**src/phd_mul_unit.sv**
```systemverilog
// ----------------------------------------------------------------------------
// phd_mul_unit
// Shared 33x33 signed multiplier with a registered product.
// ----------------------------------------------------------------------------
module phd_mul_unit
(
    input  logic               clk,
    input  logic signed [32:0] a,
    input  logic signed [32:0] b,
    output logic signed [65:0] p
);

    logic signed [65:0] p_reg;

    // one product per cycle
    always_ff @(posedge clk)
    begin
        p_reg <= 66'(a) * 66'(b);
    end

    assign p = p_reg;

endmodule

```
**config.mk**
```make
export PLATFORM = sky130hd
export DESIGN_NAME = phd_mul_unit
export DESIGN_NICKNAME = d
export VERILOG_FILES = /design/src/phd_mul_unit.sv
export SDC_FILE = /design/constraint.sdc
export NUM_CORES = 2
export LEC_CHECK = 0
export ABC_AREA = 0
export BUFFER_PORTS_ARGS = -buffer_cell sky130_fd_sc_hd__buf_2
export CORE_MARGIN = 4
export CORE_UTILIZATION = 60
export CTS_CLUSTER_SIZE = 28
export DETAILED_ROUTE_END_ITERATION = 7
export PLACE_DENSITY = 0.83
export SLEW_MARGIN = 20
export SYNTH_ARGS = -nofsm -noshare
export SYNTH_HDL_FRONTEND = slang
export SYNTH_SLANG_ARGS = --single-unit
```
**constraint.sdc**
```tcl
create_clock -name clk -period 7.85 [get_ports clk]
set_clock_uncertainty 0.15 [all_clocks]
set_input_delay 0.3925 -clock clk [delete_from_list [all_inputs] [get_ports clk]]
set_output_delay 0.3925 -clock clk [all_outputs]
set_load 0.02 [all_outputs]
```
==> flow_metrics.env <==
export IMPL_crit_path_max_incr_delay_ns=0.66
export IMPL_required_ns=8.00
export IMPL_root_buffer="clkbuf_16"
export IMPL_synth_net_count=5767
export IMPL_wl_met3_mm=8.55
export IMPL_synthArstFlopShare_pct=0
export IMPL_final_cell_mix="1,145 x fa_1, 1,130 x inv_1, 561 x and2_1"
export IMPL_cts_sinks=66
export IMPL_grt_pass1_wl_mm=178
export IMPL_cts_tree="yes"
export IMPL_met2_length_mm=54.1
export IMPL_post_route_min_period_ns=7.59
export IMPL_gp_congestion=0.975
export IMPL_avgSynthCellArea_um2=9.39
export IMPL_ys_warn_count=0
export IMPL_drtIter0Drc=2399
export IMPL_dpl_hpwl_mm=95.9
export IMPL_path_class="primary input to flop"
export IMPL_relSlewSlack_pct=59.0
export IMPL_seqCellArea_um2=1320
export IMPL_dieArea_um2=72100
export IMPL_critPathLaunchType="primary input"
export IMPL_grt_pass1_vias=33200
export IMPL_drt_total_wl_mm=109
export IMPL_synth_yosys_seq_area_share_pct=3.24
export IMPL_cap_violations=0
export IMPL_drc=0
export IMPL_syn_area_um2=40700
export IMPL_max_freq_ghz=0.132
export IMPL_grt_max_degree=33
export IMPL_worst_ep_arrival_time_ns=7.74
export IMPL_syn_inst=4338
export IMPL_worst_slew_pin_slew_ns=0.615
export IMPL_rsz0062_at_grt="no"
export IMPL_finalHoldViolations=0
export IMPL_dieWidth_um=269
export IMPL_fill_cells=5098
export IMPL_critPathCaptureType="flop"
export IMPL_clockBufferDepth=2
export IMPL_std_cell_rows=95
export IMPL_vias=29900
export IMPL_initial_core_util_pct=60.5
export IMPL_path_clk_slew_ns=0.07
export IMPL_slowest_stage="fa_1"
export IMPL_synthFlopType="dfxtp_1"
export IMPL_ctsHoldBuffers=0
export IMPL_hp_class="primary input to flop"
export IMPL_critPathBufInv=6
export IMPL_drive_above_1_share_pct=9.38
export IMPL_ys_seq_elements=66
export IMPL_syn_to_final_growth_pct=8.20
export IMPL_firstDrtPassIters=5
export IMPL_maxSlewViolCount=0
export IMPL_setup_viol=0
export IMPL_via_per_inst=5.56
export IMPL_io_pins=133
export IMPL_fin_util_pct=65.5
export IMPL_multi_input_comb_area_um2=34300
export IMPL_layout_nets=5924
export IMPL_grt_use_total_pct=32.1
export IMPL_coreArea_um2=67300
export IMPL_synth_edff_count=0
export IMPL_grt_remaining_overflow=0
export IMPL_numCtsBuffers=9
export IMPL_largest_register_ff_count=66
export IMPL_ys_types=80
export IMPL_antenna_found_initial=6
export IMPL_port_buffers=132
export IMPL_ant_nets=0
export IMPL_final_common_cell="fa_1"
export IMPL_wl_per_cell_um=20.3
export IMPL_cp_common_cell="fa_1"
export IMPL_critPathMaxFanout=29
export IMPL_fin_crit_sh_pct=96.7
export IMPL_path_depth=22
export IMPL_die_y_um=269
export IMPL_routed_top_layer="met5"
export IMPL_status="complete, no violations"
export IMPL_critical_path_startpoint="b[12]"
export IMPL_cts_htree_levels=3
export IMPL_hold_worst_slack_ns=0.415
export IMPL_wl_met1_mm=38.3
export IMPL_crit_end="p[64]"
export IMPL_cpLargestDelayFamily="adder cells"
export IMPL_crit_chain="buf_2 -> and2_1 -> fa_1 -> inv_1 -> fa_1 -> fa_1 -> inv_1 -> fa_1 -> fa_1 -> fa_1 -> fa_1 -> inv_1 -> fa_1 -> inv_1 -> ha_1 -> a21oi_1 -> nand2_1 -> or3_1 -> o311ai_4 -> nand3_2 -> buf_4 -> a311oi_1"
-- area by class of cell --
class | count | share of cell area (%)
multi-input combinational | 2920 | 77.9
inverter | 1131 | 9.63
timing repair buffer | 367 | 6.26
sequential | 66 | 3.00
tap | 873 | 2.48
clock buffer | 10 | 0.542
clock inverter | 6 | 0.204
antenna | 4 | 0.0227
-- through the flow --
stage | cells | worst slack (ns) | cell area (µm²) | setup TNS, ns
CTS | 5373 | 0.265 | 44100 | 0
detailed placement | 5357 | -0.0996 | 43700 | -0.680
floorplan | 4338 | 0.0711 | 40700 | 0
global placement | 5357 | -0.0462 | 43700 | -0.0462
global route | 5375 | 0.00660 | 44100 | 0
finish | 5377 | 0.256 | 44100 | 0
-- cells in the mapped netlist (all sizes together), types with 2 or more instances --
cell type | n | area [µm²]
nor3b | 2 | 15.0
a311o | 2 | 20.0
xnor2 | 43 | 377
o31ai | 7 | 104
nand4 | 12 | 81.3
fa | 1145 | 22900
a21oi | 61 | 328
or3 | 3 | 18.8
or2 | 3 | 18.8
and3 | 6 | 42.5
buf | 13 | 70.1
nor2b | 5 | 31.3
o211ai | 5 | 51.3
o21bai | 11 | 82.6
o21a | 6 | 45.0
a31o | 2 | 17.5
a21boi | 3 | 33.8
nand2 | 551 | 2070
nor4b | 2 | 23.8
o311ai | 2 | 35.0
inv | 1131 | 4250
a2111oi | 2 | 36.3
a21o | 38 | 288
dfxtp | 66 | 1320
and4 | 5 | 43.8
a31oi | 9 | 62.6
a211oi | 11 | 110
a2111o | 2 | 22.5
a211o | 6 | 52.6
nor3 | 7 | 35.0
nor4 | 3 | 33.8
xor2 | 25 | 219
o21ai | 33 | 173
clkbuf | 208 | 781
nand2b | 12 | 75.1
nand3 | 26 | 135
a221oi | 3 | 43.8
a311oi | 2 | 17.5
ha | 217 | 2720
nor2 | 68 | 255
or3b | 2 | 17.5
o221a | 2 | 22.5
a22oi | 2 | 15.0
and2 | 563 | 3520
-- layer usage --
layer | global-route usage [%] | vias to the layer above
met2 | 53.8 | 1411
li1 | - | 12600
met4 | 18.5 | 6
met5 | 0 | -
met3 | 5.97 | 431
met1 | 39.5 | 15400
-- cell families after synthesis --
group	count (synthesis)	share of synthesized area [%]
AO/OA/AOI/OAI	219	4.07
adder cells (fa/ha/maj)	1362	62.9
flip-flops	66	3.24
XOR/XNOR	68	1.46
AND/OR/NAND/NOR	1271	15.8
buffers and inverters	1352	12.5
-- worst min-delay path: stages --
cell and delay (ns):
buf_2 0.17, buf_4 0.18, and2_1 0.15
-- worst min-delay path by stage --
stage               startpoint    end  cells after the start
floorplan                 a[0]   p[0]                      1
global placement          p[8]   p[8]                      1
detailed placement       p[51]  p[51]                      1
CTS                       b[0]   p[0]                      3
global route              b[0]   p[0]                      3
finish                    b[0]   p[0]                      3
-- what timing repair did --
item                                    in CTS  in global routing
endpoints found under the setup margin       0                  9
gates resized for setup                      0                  5
buffers inserted                             0                  0
Power is left out: the tool's default activity adds up to more than one toggle a clock period on the data nets, which glitch-free logic cannot reach.
