===== config.mk =====
export PLATFORM = sky130hd
export DESIGN_NAME = phd_coef_store
export DESIGN_NICKNAME = d
export VERILOG_FILES = /design/src/phd_pkg.sv /design/src/phd_coef_store.sv
export SDC_FILE = /design/constraint.sdc
export NUM_CORES = 1
export LEC_CHECK = 0
export BUFFER_PORTS_ARGS = -buffer_cell sky130_fd_sc_hd__buf_2
export CAP_MARGIN = 20
export CORE_MARGIN = 8
export CORE_UTILIZATION = 45
export DETAILED_ROUTE_END_ITERATION = 8
export RECOVER_POWER = 50
export SYNTH_ARGS = -nofsm -noshare
export SYNTH_HDL_FRONTEND = slang
export SYNTH_SLANG_ARGS = --single-unit

===== constraint.sdc =====
create_clock -name clk -period 1.7 [get_ports clk]
set_clock_uncertainty 0.05 [all_clocks]
set_input_delay 0 -clock clk [delete_from_list [all_inputs] [get_ports clk]]
set_output_delay 0 -clock clk [all_outputs]
set_load 0.03 [all_outputs]

===== src/phd_pkg.sv =====
// ----------------------------------------------------------------------------
// phd_pkg
// Shared types, codes and the falling-factorial weight table of the
// polynomial derivative evaluator.
// ----------------------------------------------------------------------------
package phd_pkg;

    // item opcodes
    localparam logic OP_LOAD = 1'b0;
    localparam logic OP_EVAL = 1'b1;

    // configuration register byte addresses
    localparam logic [1:0] REG_ADDR_POLY_DEGREE = 2'd0;

    // highest coefficient index the input fields can name
    localparam int MAX_INDEX = 15;

    // weight cap, 2^63
    localparam logic [63:0] WEIGHT_CAP = 64'h8000_0000_0000_0000;

    // wide accumulator for one horner step
    localparam int SUM_W = 114;

    // coefficient store write request
    typedef struct packed {
        logic        en;
        logic [3:0]  idx;
        logic [31:0] data;
    } coef_wr_t;

    // falling factorial j!/(j-k)!, indexed by {j, k}
    typedef logic [255:0][63:0] wtbl_t;

    // entries actually kept in the coefficient store
    function automatic int store_depth(int max_degree);
        int d;
        d = (max_degree < MAX_INDEX) ? max_degree : MAX_INDEX;
        return d + 1;
    endfunction

    // build the weight table, holding values at the cap
    function automatic wtbl_t build_wtbl();
        wtbl_t       tbl;
        logic [67:0] prod;
        logic [63:0] w;
        for (int j = 0; j < 16; j++) begin
            for (int k = 0; k < 16; k++) begin
                w = 64'd1;
                if (k > j) begin
                    w = 64'd0;
                end
                else begin
                    for (int i = 0; i < k; i++) begin
                        prod = 68'(w) * 68'(j - i);
                        if (prod > 68'(WEIGHT_CAP)) begin
                            w = WEIGHT_CAP;
                        end
                        else begin
                            w = prod[63:0];
                        end
                    end
                end
                tbl[j * 16 + k] = w;
            end
        end
        return tbl;
    endfunction

    localparam wtbl_t WEIGHT_TBL = build_wtbl();

endpackage


===== src/phd_coef_store.sv =====
// ----------------------------------------------------------------------------
// phd_coef_store
// Coefficient store: one write port, one registered read port, cleared at reset.
// ----------------------------------------------------------------------------
module phd_coef_store
    import phd_pkg::*;
#(
    parameter int MAX_DEGREE = 15
)
(
    input  logic                          clk,
    input  logic                          rst_n,
    input  coef_wr_t                      wr,
    input  logic                          rd_en,
    input  logic [$clog2(store_depth(MAX_DEGREE))-1:0] rd_addr,
    output logic signed [31:0]            rd_data
);

    localparam int STORE_DEPTH = store_depth(MAX_DEGREE);
    localparam int AW          = $clog2(STORE_DEPTH);

    logic [31:0]      store_reg [STORE_DEPTH];
    logic [31:0]      rd_data_reg;
    logic             wr_ok;

    // indexes beyond the store are dropped
    assign wr_ok = wr.en && (32'(wr.idx) <= MAX_DEGREE);

    // store array and registered read
    always_ff @(posedge clk or negedge rst_n)
    begin
        if (!rst_n)
        begin
            for (int i = 0; i < STORE_DEPTH; i++)
            begin
                store_reg[i] <= 32'd0;
            end
            rd_data_reg <= 32'd0;
        end
        else
        begin
            if (wr_ok)
            begin
                store_reg[AW'(wr.idx)] <= wr.data;
            end
            if (rd_en)
            begin
                rd_data_reg <= store_reg[rd_addr];
            end
        end
    end

    assign rd_data = rd_data_reg;

endmodule


==> results of run 1 <==
## kinds of logic (layout without fill, tap and decap cells)
| family | Yosys count | after routing | synth area share |
|---|---|---|---|
| multiplexers | 672 | 672 | 0.375 |
| flip-flops | 544 | 544 | 0.569 |
| AND/OR/NAND/NOR | 60 | 60 | 0.0115 |
| buffers and inverters | 134 | 293 | 0.0252 |
| other | 0 | 1 | 0 |
| AO/OA/AOI/OAI | 64 | 64 | 0.0201 |
## worst max-delay path: stages
cell           delay (ps)
dlygate4sd3_1         550
buf_6                 270
buf_12                200
mux4_2                500
o22ai_1               220
a221oi_1              120
## metal layers
metal / track usage / share of wire
met4: 0.0601 / 0.025
met1: 0.266 / 0.44
met3: 0.0281 / 0.036
met5: 0 / 0.00023
met2: 0.322 / 0.50
## Yosys cell counts, drive strengths merged
cell type / n
mux2: 512
or3: 2
o22ai: 32
nor2: 38
nor3: 6
nand2: 2
nand2b: 4
mux4: 128
mux2i: 32
and2: 1
a221oi: 32
nand3: 2
nor4: 1
nand3b: 2
buf: 75
dfrtp: 544
or4: 1
or2: 1
clkbuf: 59
## per-stage QoR
step	setup slack (ps)	util	power, mW	instances
final	201	0.533	36.2	2322
after global routing	99.5	0.533	38.1	2321
after CTS	196	0.536	36.7	2321
after detailed placement	12.5	0.493	24.1	2179
after global placement	26.9	0.493	23.7	2178
after floorplan	240	-	22.0	1474
## cell type report
type | instances | area, sq um | share of cell area
diodes | 1 | 2.50 | 0.0000893
clock buffers | 96 | 1790 | 0.0637
repair buffers | 186 | 1840 | 0.0658
clock inverters | 11 | 90.1 | 0.00322
flip-flops and latches | 544 | 13600 | 0.486
well taps | 688 | 861 | 0.0307
multi-input cells | 796 | 9820 | 0.350
## worst paths after layout
kind	endpoint	slack, ps	depth (start not counted)
max	rd_data[21]	200	6
min	store_reg[424]	60	4
max reg2reg	rd_data[30]	240	3
max in group asynchronous	store_reg[234]	330	4
min reg2reg	store_reg[157]	440	1
min in group asynchronous	store_reg[159]	220	3
## power groups by stage
stage / logic, mW / clock network, mW / registers [mW]
3_5_place_dp: 6.46 / 0 / 17.6
6_report: 6.39 / 12.4 / 17.4
4_1_cts: 6.55 / 12.7 / 17.4
2_1_floorplan: 4.63 / 0 / 17.4
3_3_place_gp: 6.26 / 0 / 17.5
5_1_grt: 6.95 / 13.3 / 17.8
## repair_timing
action | CTS | global route
setup endpoints to repair | 0 | 0
endpoints found under the hold margin | 1063 | 0
hold buffers | 35 | 0
resized for setup | 0 | 0
==> reports/qor.txt, run 1 <==
status -> completed
Synth Register Bits -> 544
Clock Sinks -> 544
Sw Ratio -> 0.249
fmax -> 667 MHz
Vias/cell -> 5.78
cts bufs inserted -> 58
Internal -> 27.2 mW
largest net degree at the start of global routing -> 65
hold path startpoint -> wr[32]
WHS -> 58.5 ps
Pwr per Cell Area -> 1290 nW/um^2
P_sw -> 9.00 mW
Leak -> 11.9 nW
fillers -> 4303
Final Wtd Congestion -> 0.719
CP Launch Type -> input port
clk slew on worst S/H paths -> 60 ps
CP Launch Point -> rd_addr[1]
placed inst area -> 25900 sq um
wire length per cell -> 24.6 um
leading post-synthesis cells by cell area -> dfrtp_1, mux2_2, mux4_2, buf_2, mux2i_1
area share of the largest cell type after synthesis -> 0.569
RSZ-0062 raised after global routing -> false
share of cells above drive strength 1 -> 0.543
sequential fraction of the synthesis area -> 0.569
Overflow after GRT -> 0
Final setup viols -> 0
worst-path fanout max -> 14
worst-margin pin slew -> 951 ps
Initial DRC Count -> 727
max reg flops -> 512
maximum vdd drop -> 848 uV
Rows -> 84
count of different cell masters after synthesis -> 22
Die Wd -> 247 um
die height -> 247 um
Slew Limit Headroom -> 0.366
final hold vios -> 0
setup bufs post-CTS -> 0
Avg Cell Area, Syn -> 16.2 sq um
fin crit period -> 1500 ps
crit end category -> flop
die area -> 60800 sq um
Cells after Synth -> 1474
port buffer count -> 75
commonest non-fill, non-tap cells in the layout -> dfrtp_1, mux2_2, mux4_2
Clk pwr share -> 0.342
WS Path Type -> input port to flop
Longest Clk Path Bufs -> 3
GR Util All Layers -> 0.195
maxcap violations -> 0
number of synthesis warnings -> 0
Syn Std Cell Area -> 23900 sq um
Starting Density -> 0.456
number of global-route vias before repair -> 14709
residual DRC count -> 0
dpl hpwl -> 33500 um
crit path DAT -> 1890 ps
global-route wire length before repair -> 91300 um
Reg power frac -> 0.481
clk_lat worst skew -> 610 ps
NumNets Final -> 1630
num ports -> 76
First-pass DRT Iterations -> 5
Synth area leader -> dfrtp_1
Core Region -> 52600 sq um
initial antenna violation count -> 3
root buf cell -> clkbuf_16
Gate power share -> 0.177
Hold WC Path Type -> input port to flop
CTS H-tree lvls -> 2
RR Startpoint -> store_reg[30]
CTS tree -> done
Detail Route Antenna Nets -> 0
Via Count -> 13423
Layout area overhead -> 17.0%
fin crit share -> 0.882
final WL -> 57200 um
design area -> 28000 sq um
max-slew violations -> 0
Post-Syn Nets -> 1518
leading cell type in the layout, fill and taps excluded -> dfrtp_1
TNS Setup -> 0 ps
Req. time, crit path -> 2090 ps
(Power assumes the default switching activity.)
==> run 2: changes to the inputs <==
--- a/config.mk
+++ b/config.mk
@@ -9,6 +9,7 @@
 export CAP_MARGIN = 20
 export CORE_MARGIN = 8
 export CORE_UTILIZATION = 45
+export CTS_BUF_LIST = sky130_fd_sc_hd__clkbuf_4 sky130_fd_sc_hd__clkbuf_8
 export DETAILED_ROUTE_END_ITERATION = 8
 export RECOVER_POWER = 50
 export SYNTH_ARGS = -nofsm -noshare
==> constraint.sdc (replaced) <==
create_clock -name clk -period 1.7 [get_ports clk]
set_clock_uncertainty 0.05 [all_clocks]
set_input_delay 0.34 -clock clk [delete_from_list [all_inputs] [get_ports clk]]
set_output_delay 0.34 -clock clk [all_outputs]
set_load 0.03 [all_outputs]
==> reports/qor.txt, run 2 (synthesis gave the netlist of run 1 again) <==
residual DRC count -> 0
Pwr per Cell Area -> 1280 nW/um^2
crit path DAT -> 2200 ps
worst-margin pin slew -> 903 ps
max incr delay on CP -> 510 ps
Overflow after GRT -> 0
CTS tree -> done
CP Launch Type -> input port
cts bufs inserted -> 93
Slew Limit Headroom -> 0.398
WHS -> 77.8 ps
crit-path cells -> clkbuf_1 -> clkbuf_1 -> nand3_1 -> nor2_1 -> clkbuf_2 -> mux2_2
Detail Route Antenna Nets -> 0
First-pass DRT Iterations -> 4
family with the most delay on the worst path -> buffers and inverters
dpl hpwl -> 37000 um
crit end category -> flop
die height -> 247 um
Leak -> 12.2 nW
WS Path Type -> input port to flop
Final Wtd Congestion -> 0.798
Buf/Inv on CP -> 3
fillers -> 4342
placed inst area -> 26400 sq um
Util after Layout -> 0.540
fin crit period -> 1700 ps
port buffer count -> 75
number of global-route vias before repair -> 15250
final hold vios -> 0
final WL -> 60000 um
design area -> 28400 sq um
clk_lat worst skew -> 680 ps
fin crit share -> 0.998
Starting Density -> 0.456
maximum vdd drop -> 637 uV
Final setup viols -> 0
largest net degree at the start of global routing -> 65
initial antenna violation count -> 5
Vias/cell -> 5.71
Core Region -> 52600 sq um
max-slew violations -> 0
worst-path fanout max -> 13
GR Util All Layers -> 0.203
status -> completed
leading cell type in the layout, fill and taps excluded -> dfrtp_1
maxcap violations -> 0
Longest Clk Path Bufs -> 3
global-route wire length before repair -> 93900 um
slowest CP cell -> clkbuf_2
Clock Sinks -> 544
fmax -> 589 MHz
share of cells above drive strength 1 -> 0.593
cell repeated most along the worst path -> clkbuf_1
Rows -> 84
wire length per cell -> 24.9 um
die area -> 60800 sq um
NumNets Final -> 1699
Initial DRC Count -> 764
CTS H-tree lvls -> 3
root buf cell -> clkbuf_8
Layout area overhead -> 18.6%
Hold WC Path Type -> input port to flop
commonest non-fill, non-tap cells in the layout -> dfrtp_1, mux2_2, mux4_2
Die Wd -> 247 um
max reg flops -> 512
clk slew on worst S/H paths -> 60 ps
RSZ-0062 raised after global routing -> true
num ports -> 76
Via Count -> 13801
Req. time, crit path -> 2200 ps
run 2: area by class of cell:
cell class | count | area [sq um] | share of cell area
antenna | 4 | 10.0 | 0.000353
clock buffer | 147 | 1830 | 0.0644
clock inverter | 17 | 141 | 0.00498
multi-input combinational | 796 | 9810 | 0.345
sequential | 544 | 13600 | 0.480
tap | 688 | 861 | 0.0303
timing repair buffer | 220 | 2130 | 0.0749
run 2: metal layers:
metal | part of all wire | vias to the layer above | global-route usage
li1 | - | 5937 | -
met1 | 0.45 | 7484 | 0.283
met2 | 0.48 | 282 | 0.319
met3 | 0.039 | 96 | 0.0355
met4 | 0.027 | 2 | 0.0736
met5 | 0.00022 | - | 0
run 2: worst paths after layout:
path | depth (start not counted) | end | from | slack, ps
min | 2 | store_reg[401] | wr[17] | 80
max reg2reg | 3 | rd_data[14] | store_reg[110] | 180
max | 6 | store_reg[38] | wr[33] | 4
min in group asynchronous | 2 | store_reg[473] | rst_n | 280
min reg2reg | 1 | store_reg[155] | store_reg[155] | 430
max in group asynchronous | 4 | store_reg[7] | rst_n | 180
run 2: what timing repair did:
action	4_1_cts	5_1_grt
setup buffers	4	3
gates resized for setup	32	4
endpoints found under the hold margin	561	0
setup endpoints to repair	20	10
hold buffers	3	0
run 2: metrics by stage:
step | total power, mW | worst slack (ps) | TNS [ps] | std cells
floorplan | 22.0 | -19.4 | -504 | 1474
global placement | 23.8 | -290 | -92100 | 2238
detailed placement | 24.2 | -305 | -101170 | 2238
CTS | 36.8 | -56.6 | -253 | 2409
global route | 38.2 | -30.2 | -126 | 2416
finish | 36.3 | 3.54 | 0 | 2416
run 2: power breakdown:
group	internal [mW]	switching [mW]	total, mW
combinational	4.09	2.47	6.56
sequential	15.9	1.49	17.4
clock	6.98	5.33	12.3
==> run 3: changes to the inputs <==
--- a/config.mk
+++ b/config.mk
@@ -7,10 +7,11 @@
 export LEC_CHECK = 0
 export BUFFER_PORTS_ARGS = -buffer_cell sky130_fd_sc_hd__buf_2
 export CAP_MARGIN = 20
-export CORE_MARGIN = 8
-export CORE_UTILIZATION = 45
+export CORE_MARGIN = 1
+export CORE_UTILIZATION = 50
 export CTS_BUF_LIST = sky130_fd_sc_hd__clkbuf_4 sky130_fd_sc_hd__clkbuf_8
 export DETAILED_ROUTE_END_ITERATION = 8
+export PLACE_DENSITY = 0.66
 export RECOVER_POWER = 50
 export SYNTH_ARGS = -nofsm -noshare
 export SYNTH_HDL_FRONTEND = slang
==> reports/qor.txt, run 3 (synthesis gave the netlist of run 1 again) <==
Hold Crit Depth -> 2
Detail Route Antenna Nets -> 0
max-slew violations -> 0
CTS H-tree lvls -> 3
dpl hpwl -> 35500 um
Req. time, crit path -> 1310 ps
max incr delay on CP -> 380 ps
leading cell type in the layout, fill and taps excluded -> dfrtp_1
reg-to-reg slack, setup -> 150 ps
Die Wd -> 221 um
maxcap violations -> 0
Clock Sinks -> 544
Overflow after GRT -> 0
cts bufs inserted -> 91
Clk pwr share -> 0.335
GR Util All Layers -> 0.235
Rows -> 79
Gate power share -> 0.179
crit path DAT -> 1260 ps
WHS -> 90.0 ps
slowest CP cell -> dfrtp_1
residual DRC count -> 6
die height -> 221 um
Final setup viols -> 0
root buf cell -> clkbuf_8
clk_lat worst skew -> 660 ps
Vias/cell -> 5.93
Sw Ratio -> 0.252
share of cells above drive strength 1 -> 0.590
final hold vios -> 0
post-route total power -> 35.8 mW
Starting Density -> 0.511
crit end category -> output port
final WL -> 54900 um
failing checks -> DRC
Hold WC Path Type -> input port to flop
Slew Limit Headroom -> 0.389
RSZ-0062 raised after global routing -> false
fin crit share -> 0.972
max reg flops -> 512
Internal -> 26.8 mW
wire length per cell -> 23.8 um
Initial DRC Count -> 783
hold path startpoint -> wr[13]
RR Startpoint -> store_reg[246]
Reg power frac -> 0.486
worst-path fanout max -> 2
hold endpoint -> store_reg[365]
family with the most delay on the worst path -> flip-flops
NumNets Final -> 1680
Layout area overhead -> 17.3%
Final Wtd Congestion -> 0.746
num ports -> 76
Pwr per Cell Area -> 1280 nW/um^2
WS Path Type -> flop to output port
largest net degree at the start of global routing -> 68
CTS tree -> done
Longest Clk Path Bufs -> 3
initial antenna violation count -> 1
number of global-route vias before repair -> 15009
port buffer count -> 75
clk slew on worst S/H paths -> 60 ps
crit-path cells -> buf_2
fmax -> 605 MHz
Worst R2R Path Depth -> 3
fin crit period -> 1650 ps
worst-margin pin slew -> 917 ps
P_sw -> 9.05 mW
CP Launch Type -> flop
maximum vdd drop -> 677 uV
reg-to-reg endpoint -> rd_data[22]
die area -> 48800 sq um
commonest non-fill, non-tap cells in the layout -> dfrtp_1, mux2_2, mux4_2
Core Region -> 46900 sq um
First-pass DRT Iterations -> 7
Leak -> 12.1 nW
global-route wire length before repair -> 88300 um
CP Launch Point -> rd_data[20]
status -> complete, but fails checks
Via Count -> 13687
Buf/Inv on CP -> 1
run 3: changes by cell type in the layout (fill, tap and decap cells not counted), sizes merged:
cell | previous run | this run
dlygate4sd3 | 3 | 1
diode | 4 | 1
clkinvlp | 4 | 3
buf | 194 | 182
clkinv | 10 | 8
clkbuf | 170 | 162
run 3: power by group through the flow:
stage,logic [mW],registers (mW),clock network (mW)
finish,6.42,17.4,12.0
floorplan,4.64,17.4,0
global placement,6.31,17.5,0
CTS,6.57,17.4,12.3
global route,6.94,17.8,12.9
detailed placement,6.53,17.6,0
run 3: worst max path at each step:
| stage | cells after the start | slack, ps | end |
|---|---|---|---|
| after floorplan | 5 | -20 | rd_data[30] |
| after global placement | 5 | -230 | store_reg[496] |
| after detailed placement | 6 | -240 | store_reg[254] |
| after CTS | 1 | -3 | rd_data[14] |
| after global routing | 1 | 7 | rd_data[3] |
| final | 1 | 50 | rd_data[20] |
run 3: layout make-up:
cell class              instances  area (sq um)
fillers                      3640         18800
flip-flops and latches        544         13600
multi-input cells             796          9800
repair buffers                203          1980
clock buffers                 142          1800
well taps                     607           759
clock inverters                14           110
diodes                          1          2.50
run 3: repair_timing:
item / CTS / global route
setup buffers: 1 / 0
hold endpoints to repair: 462 / 0
endpoints found under the setup margin: 5 / 1
gates resized for setup: 9 / 1
hold buffers: 1 / 0
run 3: layer usage:
layer  wire [um]  track usage  up-vias
met2       26600        0.374      269
met3        2220       0.0385       77
met4         908       0.0659        0
li1            -            -     5876
met5           0            0        -
met1       25300        0.336     7465
run 3: through the flow:
stage | std cells | utilization | setup slack [ps] | cell area [sq um] | setup TNS (ps)
floorplan | 1474 | - | -19.4 | 24000 | -504
global placement | 2148 | 0.562 | -234 | 26300 | -67850
detailed placement | 2148 | 0.562 | -244 | 26300 | -74340
CTS | 2306 | 0.604 | -2.79 | 28300 | -2.79
global route | 2306 | 0.599 | 7.05 | 28100 | 0
finish | 2307 | 0.599 | 47.5 | 28100 | 0
